<file path="src/wlru_pkg.sv">
// Shared types and constants for the weighted LRU victim selector.
`timescale 1ns / 1ps
package wlru_pkg;

    localparam int MAX_ENTRIES_DEF = 4096;
    localparam int VIDX_W          = 12;
    localparam int Q_ONE           = 65536;
    localparam int FIFO_DEPTH_DEF  = 4;

    localparam logic [2:0] REG_RECENCY_WINDOW = 3'd0;
    localparam logic [2:0] REG_SIZE_SCALE     = 3'd1;
    localparam logic [2:0] REG_WEIGHT_RECENCY = 3'd2;
    localparam logic [2:0] REG_WEIGHT_REUSE   = 3'd3;
    localparam logic [2:0] REG_WEIGHT_SIZE    = 3'd4;

    // One classified entry on its way from the front end to the scorer.
    typedef struct packed {
        logic [31:0]       age_mag;
        logic              age_neg;
        logic [31:0]       tokens;
        logic [16:0]       reuse;
        logic              score;
        logic [VIDX_W-1:0] pos;
        logic              last;
        logic              ovf;
    } wlru_entry_t;

    // Configuration values seen by the scorer.
    typedef struct packed {
        logic [31:0] recency_window;
        logic [31:0] size_scale;
        logic [15:0] weight_recency;
        logic [15:0] weight_reuse;
        logic [15:0] weight_size;
    } wlru_cfg_t;

endpackage

</file>
<file path="src/weighted_lru_victim_select_core.sv">
// Top level of the weighted LRU victim selector with its register file.
`timescale 1ns / 1ps
// Usage: stream a run of cache entries on the s_ channel, one transfer per
// entry; s_tlast marks the final entry of the run. The present time is taken
// from the first entry of each run. At the end of a run one transfer leaves on
// the m_ channel with the victim's position, a found flag and an overflow flag.
// Entries beyond MAX_ENTRIES in a run are not scored.
// The scorer takes one entry at a time from the queue: a scored entry goes
// through the two bit-serial normalizing dividers (16 steps), a multiply, a
// sum and a compare; a pinned or out-of-range entry goes straight to the
// compare. A four-entry queue lets the input take bursts while the scorer
// works. Once the last entry of a run is compared, the result is registered
// and m_tvalid rises. Reset (aresetn low, synchronous) empties the queue,
// starts a new run and loads the registers with window 1, scale 1 and all
// weights 1.0 (Q4.12). If the receiver stalls, the result waits in the output
// register; the scorer then holds at the next end of run and the queue fills
// up before s_tready falls. The user must write the registers over APB only
// while the block is idle; the block itself does not enforce this.
module weighted_lru_victim_select_core
    import wlru_pkg::*;
#(
    parameter int MAX_ENTRIES = MAX_ENTRIES_DEF,
    parameter int FIFO_DEPTH  = FIFO_DEPTH_DEF
) (
    input  logic         aclk,
    input  logic         aresetn,
    input  logic         s_tvalid,
    output logic         s_tready,
    // [31:0] current_time, [63:32] access_time, [95:64] token_count,
    // [112:96] reuse_prob, [119:113] zero
    input  logic [119:0] s_tdata,
    // [0] is_pinned
    input  logic [0:0]   s_tuser,
    input  logic         s_tlast,
    output logic         m_tvalid,
    input  logic         m_tready,
    // [11:0] victim_index, [15:12] zero
    output logic [15:0]  m_tdata,
    // [0] found, [1] run_overflow
    output logic [1:0]   m_tuser,
    input  logic         psel,
    input  logic         penable,
    input  logic         pwrite,
    input  logic [4:0]   paddr,
    input  logic [31:0]  pwdata,
    output logic [31:0]  prdata,
    output logic         pready
);

    wlru_cfg_t         cfg_reg;
    logic              push, fifo_full, fifo_empty, pop;
    wlru_entry_t       push_entry, pop_entry;
    logic [VIDX_W-1:0] out_index;
    logic              out_found, out_ovf;
    logic [2:0]        reg_idx;

    assign pready  = 1'b1;
    assign reg_idx = paddr[4:2];

    always_ff @(posedge aclk) begin
        if (!aresetn) begin
            cfg_reg.recency_window <= 32'd1;
            cfg_reg.size_scale     <= 32'd1;
            cfg_reg.weight_recency <= 16'd4096;
            cfg_reg.weight_reuse   <= 16'd4096;
            cfg_reg.weight_size    <= 16'd4096;
        end else if (psel && penable && pwrite) begin
            unique case (reg_idx)
                REG_RECENCY_WINDOW: cfg_reg.recency_window <= pwdata;
                REG_SIZE_SCALE:     cfg_reg.size_scale     <= pwdata;
                REG_WEIGHT_RECENCY: cfg_reg.weight_recency <= pwdata[15:0];
                REG_WEIGHT_REUSE:   cfg_reg.weight_reuse   <= pwdata[15:0];
                REG_WEIGHT_SIZE:    cfg_reg.weight_size    <= pwdata[15:0];
                default: ;
            endcase
        end
    end

    always_comb begin
        unique case (reg_idx)
            REG_RECENCY_WINDOW: prdata = cfg_reg.recency_window;
            REG_SIZE_SCALE:     prdata = cfg_reg.size_scale;
            REG_WEIGHT_RECENCY: prdata = {16'd0, cfg_reg.weight_recency};
            REG_WEIGHT_REUSE:   prdata = {16'd0, cfg_reg.weight_reuse};
            REG_WEIGHT_SIZE:    prdata = {16'd0, cfg_reg.weight_size};
            default:            prdata = '0;
        endcase
    end

    wlru_front #(
        .MAX_ENTRIES(MAX_ENTRIES)
    ) u_front (
        .aclk       (aclk),
        .aresetn    (aresetn),
        .in_valid   (s_tvalid),
        .in_ready   (s_tready),
        .in_now     (s_tdata[31:0]),
        .in_access  (s_tdata[63:32]),
        .in_tokens  (s_tdata[95:64]),
        .in_reuse   (s_tdata[112:96]),
        .in_pinned  (s_tuser[0]),
        .in_last    (s_tlast),
        .push       (push),
        .push_entry (push_entry),
        .fifo_full  (fifo_full)
    );

    wlru_fifo #(
        .DEPTH(FIFO_DEPTH)
    ) u_fifo (
        .aclk       (aclk),
        .aresetn    (aresetn),
        .push       (push),
        .push_entry (push_entry),
        .full       (fifo_full),
        .pop        (pop),
        .pop_entry  (pop_entry),
        .empty      (fifo_empty)
    );

    wlru_back u_back (
        .aclk       (aclk),
        .aresetn    (aresetn),
        .cfg        (cfg_reg),
        .fifo_empty (fifo_empty),
        .fifo_entry (pop_entry),
        .pop        (pop),
        .out_valid  (m_tvalid),
        .out_ready  (m_tready),
        .out_index  (out_index),
        .out_found  (out_found),
        .out_ovf    (out_ovf)
    );

    assign m_tdata = {4'd0, out_index};
    assign m_tuser = {out_ovf, out_found};

endmodule

</file>
<file path="src/wlru_front.sv">
// Front end: accepts entries, tracks run position and present time, computes the age.
`timescale 1ns / 1ps
module wlru_front
    import wlru_pkg::*;
#(
    parameter int MAX_ENTRIES = MAX_ENTRIES_DEF
) (
    input  logic        aclk,
    input  logic        aresetn,
    input  logic        in_valid,
    output logic        in_ready,
    input  logic [31:0] in_now,
    input  logic [31:0] in_access,
    input  logic [31:0] in_tokens,
    input  logic [16:0] in_reuse,
    input  logic        in_pinned,
    input  logic        in_last,
    output logic        push,
    output wlru_entry_t push_entry,
    input  logic        fifo_full
);

    localparam int CNT_W = $clog2(MAX_ENTRIES + 2);

    logic [CNT_W-1:0] cnt_reg, cnt_next;
    logic [31:0]      latched_time_reg;
    logic [31:0]      time_use;
    logic [32:0]      age;
    logic [32:0]      age_abs;
    logic             in_range;

    assign in_ready = !fifo_full;
    assign push     = in_valid && in_ready;

    always_comb begin
        time_use = (cnt_reg == '0) ? in_now : latched_time_reg;
        age      = {1'b0, time_use} - {1'b0, in_access};
        age_abs  = age[32] ? (33'd0 - age) : age;
        in_range = cnt_reg < CNT_W'(MAX_ENTRIES);
        if (in_last) begin
            cnt_next = '0;
        end else if (in_range) begin
            cnt_next = cnt_reg + 1'b1;
        end else begin
            cnt_next = CNT_W'(MAX_ENTRIES + 1);
        end
        push_entry.age_mag = age_abs[31:0];
        push_entry.age_neg = age[32];
        push_entry.tokens  = in_tokens;
        push_entry.reuse   = in_reuse;
        push_entry.score   = in_range && !in_pinned;
        push_entry.pos     = VIDX_W'(cnt_reg);
        push_entry.last    = in_last;
        push_entry.ovf     = !in_range;
    end

    always_ff @(posedge aclk) begin
        if (!aresetn) begin
            cnt_reg          <= '0;
            latched_time_reg <= '0;
        end else if (push) begin
            cnt_reg <= cnt_next;
            if (cnt_reg == '0) begin
                latched_time_reg <= in_now;
            end
        end
    end

endmodule

</file>
<file path="src/wlru_fifo.sv">
// Short queue between the front end and the scorer.
`timescale 1ns / 1ps
module wlru_fifo
    import wlru_pkg::*;
#(
    parameter int DEPTH = FIFO_DEPTH_DEF
) (
    input  logic        aclk,
    input  logic        aresetn,
    input  logic        push,
    input  wlru_entry_t push_entry,
    output logic        full,
    input  logic        pop,
    output wlru_entry_t pop_entry,
    output logic        empty
);

    localparam int AW = (DEPTH > 1) ? $clog2(DEPTH) : 1;

    wlru_entry_t     mem [DEPTH];
    logic [AW-1:0]   wr_ptr_reg, rd_ptr_reg;
    logic [AW:0]     count_reg;

    assign full      = count_reg == (AW + 1)'(DEPTH);
    assign empty     = count_reg == '0;
    assign pop_entry = mem[rd_ptr_reg];

    always_ff @(posedge aclk) begin
        if (push) begin
            mem[wr_ptr_reg] <= push_entry;
        end
    end

    always_ff @(posedge aclk) begin
        if (!aresetn) begin
            wr_ptr_reg <= '0;
            rd_ptr_reg <= '0;
            count_reg  <= '0;
        end else begin
            if (push) begin
                wr_ptr_reg <= (wr_ptr_reg == AW'(DEPTH - 1)) ? '0 : wr_ptr_reg + 1'b1;
            end
            if (pop) begin
                rd_ptr_reg <= (rd_ptr_reg == AW'(DEPTH - 1)) ? '0 : rd_ptr_reg + 1'b1;
            end
            if (push && !pop) begin
                count_reg <= count_reg + 1'b1;
            end else if (pop && !push) begin
                count_reg <= count_reg - 1'b1;
            end
        end
    end

endmodule

</file>
<file path="src/wlru_back.sv">
// Scorer: normalizes age and size by serial division, weights, and keeps the best entry.
`timescale 1ns / 1ps
module wlru_back
    import wlru_pkg::*;
(
    input  logic              aclk,
    input  logic              aresetn,
    input  wlru_cfg_t         cfg,
    input  logic              fifo_empty,
    input  wlru_entry_t       fifo_entry,
    output logic              pop,
    output logic              out_valid,
    input  logic              out_ready,
    output logic [VIDX_W-1:0] out_index,
    output logic              out_found,
    output logic              out_ovf
);

    typedef enum logic [2:0] {
        ST_IDLE,
        ST_DIV,
        ST_MUL,
        ST_SUM,
        ST_FIN
    } state_t;

    state_t            state_reg;
    wlru_entry_t       ent_reg;
    logic [32:0]       rem_rec_reg, rem_sz_reg;
    logic [15:0]       q_rec_reg, q_sz_reg;
    logic              sat_rec_reg, sat_sz_reg;
    logic [3:0]        step_reg;
    logic [32:0]       prod_rec_reg;
    logic [32:0]       prod_nr_reg, prod_sz_reg;
    logic signed [23:0] pressure_reg;
    logic signed [23:0] best_pressure_reg;
    logic [VIDX_W-1:0] best_pos_reg;
    logic              have_best_reg;
    logic              out_valid_reg;
    logic [VIDX_W-1:0] out_index_reg;
    logic              out_found_reg, out_ovf_reg;

    logic [31:0]       div_rec, div_sz;
    logic [32:0]       sh_rec, sh_sz;
    logic              ge_rec, ge_sz;
    logic [16:0]       rec_val, sz_val, reuse_sat, nonreuse;
    logic signed [35:0] sum;
    logic              take;
    logic              out_free;
    logic              emit;
    logic              have_best_n;
    logic [VIDX_W-1:0] best_pos_n;

    assign out_valid = out_valid_reg;
    assign out_index = out_index_reg;
    assign out_found = out_found_reg;
    assign out_ovf   = out_ovf_reg;
    assign pop       = (state_reg == ST_IDLE) && !fifo_empty;
    assign out_free  = !out_valid_reg || out_ready;
    assign emit      = (state_reg == ST_FIN) && ent_reg.last && out_free;

    always_comb begin
        div_rec   = (cfg.recency_window == '0) ? 32'd1 : cfg.recency_window;
        div_sz    = (cfg.size_scale == '0) ? 32'd1 : cfg.size_scale;
        sh_rec    = {rem_rec_reg[31:0], 1'b0};
        sh_sz     = {rem_sz_reg[31:0], 1'b0};
        ge_rec    = sh_rec >= {1'b0, div_rec};
        ge_sz     = sh_sz >= {1'b0, div_sz};
        rec_val   = sat_rec_reg ? 17'(Q_ONE) : {1'b0, q_rec_reg};
        sz_val    = sat_sz_reg ? 17'(Q_ONE) : {1'b0, q_sz_reg};
        reuse_sat = (ent_reg.reuse > 17'(Q_ONE)) ? 17'(Q_ONE) : ent_reg.reuse;
        nonreuse  = 17'(Q_ONE) - reuse_sat;
        // The recency product carries the sign of the age.
        sum = (ent_reg.age_neg ? -$signed({3'b000, prod_rec_reg})
                               : $signed({3'b000, prod_rec_reg}))
            + $signed({3'b000, prod_nr_reg}) + $signed({3'b000, prod_sz_reg});
        take        = ent_reg.score && (!have_best_reg || pressure_reg > best_pressure_reg);
        have_best_n = have_best_reg || take;
        best_pos_n  = take ? ent_reg.pos : best_pos_reg;
    end

    always_ff @(posedge aclk) begin
        if (!aresetn) begin
            state_reg         <= ST_IDLE;
            have_best_reg     <= 1'b0;
            best_pressure_reg <= '0;
            best_pos_reg      <= '0;
            out_valid_reg     <= 1'b0;
        end else begin
            if (out_valid_reg && out_ready && !emit) begin
                out_valid_reg <= 1'b0;
            end
            unique case (state_reg)
                ST_IDLE: begin
                    if (!fifo_empty) begin
                        ent_reg     <= fifo_entry;
                        // A value at or above the divisor makes the quotient reach one.
                        sat_rec_reg <= fifo_entry.age_mag >= div_rec;
                        sat_sz_reg  <= fifo_entry.tokens >= div_sz;
                        rem_rec_reg <= {1'b0, fifo_entry.age_mag};
                        rem_sz_reg  <= {1'b0, fifo_entry.tokens};
                        step_reg    <= '0;
                        state_reg   <= fifo_entry.score ? ST_DIV : ST_FIN;
                    end
                end
                ST_DIV: begin
                    rem_rec_reg <= ge_rec ? sh_rec - {1'b0, div_rec} : sh_rec;
                    rem_sz_reg  <= ge_sz ? sh_sz - {1'b0, div_sz} : sh_sz;
                    q_rec_reg   <= {q_rec_reg[14:0], ge_rec};
                    q_sz_reg    <= {q_sz_reg[14:0], ge_sz};
                    step_reg    <= step_reg + 1'b1;
                    if (step_reg == 4'd15) begin
                        state_reg <= ST_MUL;
                    end
                end
                ST_MUL: begin
                    prod_rec_reg <= cfg.weight_recency * rec_val;
                    prod_nr_reg  <= cfg.weight_reuse * nonreuse;
                    prod_sz_reg  <= cfg.weight_size * sz_val;
                    state_reg    <= ST_SUM;
                end
                ST_SUM: begin
                    pressure_reg <= 24'(sum >>> 12);
                    state_reg    <= ST_FIN;
                end
                ST_FIN: begin
                    if (!ent_reg.last) begin
                        if (take) begin
                            best_pressure_reg <= pressure_reg;
                            best_pos_reg      <= ent_reg.pos;
                            have_best_reg     <= 1'b1;
                        end
                        state_reg <= ST_IDLE;
                    end else if (out_free) begin
                        out_valid_reg     <= 1'b1;
                        out_index_reg     <= have_best_n ? best_pos_n : '0;
                        out_found_reg     <= have_best_n;
                        out_ovf_reg       <= ent_reg.ovf;
                        best_pressure_reg <= '0;
                        best_pos_reg      <= '0;
                        have_best_reg     <= 1'b0;
                        state_reg         <= ST_IDLE;
                    end
                end
                default: state_reg <= ST_IDLE;
            endcase
        end
    end

endmodule

</file>
<file path="config.mk">
export PLATFORM = sky130hd
export DESIGN_NAME = weighted_lru_victim_select_core
export DESIGN_NICKNAME = d
export VERILOG_FILES = /design/src/wlru_pkg.sv /design/src/weighted_lru_victim_select_core.sv /design/src/wlru_front.sv /design/src/wlru_fifo.sv /design/src/wlru_back.sv
export SDC_FILE = /design/constraint.sdc
export NUM_CORES = 2
export LEC_CHECK = 0
export BUFFER_PORTS_ARGS = -buffer_cell sky130_fd_sc_hd__buf_2
export CORE_ASPECT_RATIO = 0.8
export CORE_UTILIZATION = 59
export CTS_BUF_LIST = sky130_fd_sc_hd__clkbuf_2
export DETAILED_ROUTE_END_ITERATION = 8
export PLACE_DENSITY = 0.82
export SKIP_CTS_REPAIR_TIMING = 1
export SYNTH_ARGS = -nofsm -noshare
export SYNTH_HDL_FRONTEND = slang
export SYNTH_SLANG_ARGS = --single-unit
</file>
<file path="constraint.sdc">
create_clock -name aclk -period 9 [get_ports aclk]
set_clock_uncertainty 0.05 [all_clocks]
set_input_delay 0.9 -clock aclk [delete_from_list [all_inputs] [get_ports aclk]]
set_output_delay 0.9 -clock aclk [all_outputs]
set_load 0.01 [all_outputs]
</file>
## Yosys cells after proc, flatten, opt, wreduce, memory -nomap -nowiden

Memory sizes are Yosys's and may differ from the RTL's. A register that Yosys moved wholly into a read port is not among the register bits.
Cells that the tools add are included.

- Memories kept: 1
- Logic and storage cells: 170
- Input port bits: 166
- Flip-flop bits (word level): 477
- RAM bits: 388
- Output and inout port bits: 53

Memories:

| name | words | width | rd ports | clocked after Yosys merged registers in | write ports | RTL line | RTL |
|---|---|---|---|---|---|---|---|
| u_fifo.mem | 4 | 97 | 1 | 1 | 1 | wlru_fifo.sv:20 | `wlru_entry_t mem [DEPTH];` |

- Muxes and demuxes: 46
- Bitwise gates (word level): 1
- Reductions and logical operators: 47
- Magnitude comparators: 7
- Eq/ne operators: 16
- Multipliers: 3
- Add/sub/neg operators: 14

Operators by type and width:

| cell | count |
|---|---|
| 32-bit 2-to-1 mux | 8 |
| 32-bit one-hot mux with 5 select lines | 1 |
| 32-bit one-hot mux with 2 select lines | 2 |
| 16-bit by 17-bit multiplier with 33-bit output | 3 |
| 36-bit by 34-bit adder with 36-bit output | 2 |
| 24-bit 2-to-1 mux | 3 |
| 33-bit by 32-bit greater-or-equal comparator with 1-bit output | 2 |
| 32-bit greater-or-equal comparator | 2 |
| 32-bit zero test | 2 |
| 32-bit subtractor | 2 |
| 17-bit 2-to-1 mux | 3 |
| 12-bit 2-to-1 mux | 3 |
| 36-bit 2-to-1 mux | 1 |
| 33-bit negator with 36-bit output | 1 |
| 32-bit by 32-bit subtractor with 33-bit output | 1 |
| 1-bit by 32-bit subtractor with 32-bit output, first input constant | 1 |
| 13-bit 2-to-1 mux | 2 |
| 24-bit > comparator | 1 |
| 3-bit 2-to-1 mux | 7 |
| 2-bit AND reduction | 9 |
| 17-bit > comparator, second input constant | 1 |
| 17-bit subtractor, first input constant | 1 |
| 3-bit one-hot mux with 5 select lines | 1 |
| 13-bit by 1-bit adder with 13-bit output, second input constant | 1 |
| 26 further kinds | 74 |

## Depth between registers and ports, before layout

- Depth in word-level cells: 9
- Gate-level depth with buffers: 38
- Mapped depth without buffers: 36

## Modules after synthesis

From an unflattened synthesis, not the netlist that was laid out.

- Cells, all modules: 6845
- Area, all modules: 71623.7 um2

By module, submodules not included:

| module | area each (um2) | instances | sequential area each (um2) | cells each |
|---|---|---|---|---|
| wlru_back | 46462.1 | 1 | 8988.6 | 5011 |
| wlru_fifo | 14442.6 | 1 | 11831.3 | 551 |
| wlru_front | 5597.9 | 1 | 900.9 | 753 |
| weighted_lru_victim_select_core | 5121.2 | 1 | 2242.2 | 530 |

## Worst setup path after synthesis

Ideal clock, no wire load.

- Path kind: flip-flop to flip-flop
- Start point: register u_back.ent_reg[18] (netlist bit)
- End point: register u_back.prod_nr_reg[32], data pin
- Data required time: 8.679 ns
- Path buffers: 3
- Path slack: -0.182 ns
- Stages on the path, launching flop included: 35
- Data arrival time: 8.861 ns
- Library setup time: 0.271 ns
- Period minus slack after synthesis: 9.182 ns
- Path through: edfxtp_1 -> or3_1 -> nor3_1 -> nand3_1 -> o21ai_0 -> clkbuf_1 -> clkbuf_1 -> nand2_1 -> ha_1 -> o21ai_1 -> nor3_1 -> xor2_1 -> a21oi_1 -> clkbuf_1 -> nand2_1 -> fa_1 -> fa_1 -> fa_1 -> inv_1 -> fa_1 -> fa_1 -> inv_1 -> fa_1 -> inv_1 -> ha_1 -> a21oi_1 -> o22ai_1 -> o41ai_1 -> o21a_1 -> a21bo_2 -> o21ai_0 -> o41ai_1 -> nor2_1 -> a2111oi_0 -> xnor2_1

- Longest elaborated chain between the ends: 4

RTL lines:

| item | RTL line | RTL |
|---|---|---|
| from (decl) | wlru_back.sv:28 | `wlru_entry_t ent_reg;` |
| from (signal assigned) | wlru_back.sv:96 | `ent_reg <= fifo_entry;` |
| 17-bit > comparator | wlru_back.sv:71 | `reuse_sat = (ent_reg.reuse > 17'(Q_ONE)) ? 17'(Q_ONE) : ent_reg.reuse;` |
| 17-bit 2-to-1 mux * | wlru_back.sv:71 |  |
| 17-bit subtractor * | wlru_back.sv:72 | `nonreuse = 17'(Q_ONE) - reuse_sat;` |
| 16-bit by 17-bit multiplier with 33-bit output * | wlru_back.sv:118 | `prod_nr_reg <= cfg.weight_reuse * nonreuse;` |
| to (signal assigned) | wlru_back.sv:118 |  |
| to (decl) | wlru_back.sv:34 | `logic [32:0] prod_nr_reg, prod_sz_reg;` |

Every way passes the cells marked *; elsewhere a longest branch is shown, timed or not.
A chain may end at the register's enable or synchronous reset.

## Worst setup path in the final report

- Start point: register u_back.ent_reg[17] (netlist bit)
- End point: register u_back.prod_nr_reg[32], data pin

The elaborated chain is that of the path after synthesis.

==> results.json <==
{
  "drt-total-wl_mm": 183.4,
  "fmax_ghz": 0.1146,
  "crit_slowest_cell": "fa_1",
  "clk_path_buf_depth": 3,
  "grt_pass1_wl_mm": 279.3,
  "synth_edf_count": 660,
  "min_period_ns": 8.727,
  "crit_arrival_ns": 10.00,
  "final_cells": 8983,
  "firstDrtPassIters": 9,
  "crit_required_ns": 10.28,
  "grt_pass1_vias": 52747,
  "place_congestion": 0.9807,
  "grtUsageTotal": 0.2924,
  "ios": 219,
  "mostFrequentLayoutCells": "inv_1 (1009), nand2_1 (928), fa_1 (660), edfxtp_1 (660), ha_1 (543)",
  "worst_path_largest_cell_delay_ns": 0.54,
  "placedCellCount": 8361,
  "synth-seq-cells": 867,
  "async_reset_ff_frac": 0,
  "cts_made_buffers": 207,
  "met2_length_mm": 85.61,
  "endpoint_kind": "register",
  "vias": 53561,
  "wl_met1_mm": 71.31,
  "p_leak_nw": 33.53,
  "maxCapViolCount": 0,
  "die_h_um": 310.5,
  "path_max_fanout": 16,
  "grt_max_degree": 120,
  "clock_sink_count": 867,
  "finalHoldViolations": 0,
  "path_clk_slew_ns": 0.14,
  "fill_cells": 8581,
  "cts_tree": "yes",
  "min_path_type": "in -> reg",
  "ys_seq_area_frac": 0.3413,
  "antenna_found_initial": 12,
  "critPathLaunchType": "register",
  "clk_latency_ns": 1.70,
  "root_buffer": "clkbuf_2",
  "largest_register_ffs": 388,
  "slew_headroom": 0.05261,
  "overflow": 0,
  "ir_drop_uv": 152.8,
  "drtIter0Drc": 5688,
  "final-max-slew-violation-count": 0,
  "hold_ws_ns": 0.03598,
  "initial_utilization": 0.5985,
  "wl_per_cell_um": 20.41,
  "cpMostUsedCell": "fa_1",
  "ys_warn_count": 0,
  "syn2layout_area_growth_pct": 10.10,
  "drc": 0,
  "final_nets": 8629,
  "post-dp-hpwl_mm": 133.4,
  "port_buffers": 204,
  "mostFrequentLayoutCell": "inv_1",
  "core_um2": 117300,
  "wl_met3_mm": 19.19,
  "setup_violations": 0,
  "ant_nets": 0,
  "num_rows": 112,
  "synth_cell_types": 101,
  "synth_cells": 6799,
  "top_layer": "met5",
  "die_area_um2": 120400,
  "multiInputGateArea_um2": 41440,
  "avgSynthCellArea_um2": 10.33,
  "worst_pin_slew_ns": 1.418,
  "drive_gt1_frac": 0.1199,
  "critPathKind": "reg -> reg",
  "status": "finished clean",
  "syn-cell-area_um2": 70200,
  "register_area_um2": 23970,
  "power.density_nw_per_um2": 200.1,
  "viasPerCell": 5.962,
  "htree_levels": 4,
  "finalCritPeriodShare": 0.9697,
  "dieWidth_um": 387.7,
  "p_total_mw": 15.47,
  "synthFlopType": "edfxtp_1"
}
[final timing paths]
check	startpoint	to	slack, ns	cells after the start
max reg2reg	u_back.ent_reg[17]	u_back.prod_nr_reg[32]	0.27	34
min	pwdata[18]	cfg_reg[66]	0.04	4
min reg2reg	u_back.q_sz_reg[7]	u_back.q_sz_reg[8]	0.39	0
max	u_back.ent_reg[17]	u_back.prod_nr_reg[32]	0.27	34
[report_power, final]
group          switching [mW]  internal, mW
clock network            1.74          1.02
registers               0.341          5.20
logic                    4.29          2.87
total                    6.37          9.09
[cell type report]
class	count	area share
antenna	10	0.0003238
inverter	1013	0.04926
tap	1539	0.02491
multi-input combinational	4628	0.5362
clock buffer	315	0.02040
clock inverter	69	0.005617
sequential	867	0.3101
timing repair buffer	542	0.05321
[Yosys cell counts, types with 8 or more instances]
master	n	area [um2]
nand4_1	35	219.0
and2_1	341	2133
buf_1	25	93.84
o21ai_0	154	770.7
nor4_1	25	156.4
nand2b_1	37	231.5
nand3_1	82	410.4
a41oi_1	8	70.07
o21bai_1	32	240.2
o21ai_1	21	105.1
or2_2	12	75.07
nor2_1	250	938.4
mux2i_1	68	680.7
fa_1	660	13210
a32o_1	12	120.1
xor2_1	101	884.6
nor3_1	93	465.5
xnor2_1	157	1375
o211ai_1	19	142.6
dfxtp_1	207	4144
a21oi_1	332	1662
o22ai_1	20	125.1
o41ai_1	15	131.4
a22o_1	16	140.1
a211o_1	8	70.07
and3_1	51	319.1
edfxtp_1	660	19820
nand2_1	930	3491
mux4_2	97	2185
ha_1	544	6807
inv_1	1009	3787
mux2_2	48	540.5
a211oi_1	16	120.1
o21a_1	40	300.3
a311oi_1	9	78.83
a2111oi_0	10	87.58
clkbuf_1	251	942.2
a22oi_1	37	277.8
a21o_1	117	878.3
o31ai_1	20	150.1
a31oi_1	22	137.6
or3_1	23	143.9
nor2b_1	60	375.4
[critical path: cells and delay by family, from the launching register on]
family                   cells  cell delay [ns]
flip-flops                   1             0.43
AO/OA/AOI/OAI               11             2.34
AND/OR/NAND/NOR              7             1.31
XOR/XNOR                     2             0.32
buffers and inverters        6             0.42
adder cells (fa/ha/maj)      8             3.49
[through the flow]
stage / setup slack, ns / area [um2] / util / setup TNS, ns
floorplan: 0.07690 / 70220 / - / 0
global placement: 0.1287 / 72910 / 0.6216 / 0
detailed placement: -0.07248 / 72910 / 0.6216 / -0.07248
CTS: -0.2022 / 74920 / 0.6387 / -0.2022
global route: -0.1222 / 77290 / 0.6590 / -0.2432
finish: 0.2729 / 77290 / 0.6590 / 0
[per-layer routing]
metal  track usage  up-vias
li1              -    23724
met1        0.3929    26206
met2        0.4651     3071
met3       0.06246      552
met4        0.1142        8
met5             0        -
[cell families after synthesis]
kind of cell             after synthesis  synth area share
multiplexers                         213           0.04851
adder cells (fa/ha/maj)             1204            0.2852
other                                  2         0.0001070
flip-flops                           867            0.3413
XOR/XNOR                             260           0.03274
buffers and inverters               1307           0.07081
AND/OR/NAND/NOR                     1974            0.1321
AO/OA/AOI/OAI                        972           0.08922
(Power assumes the default switching activity.)
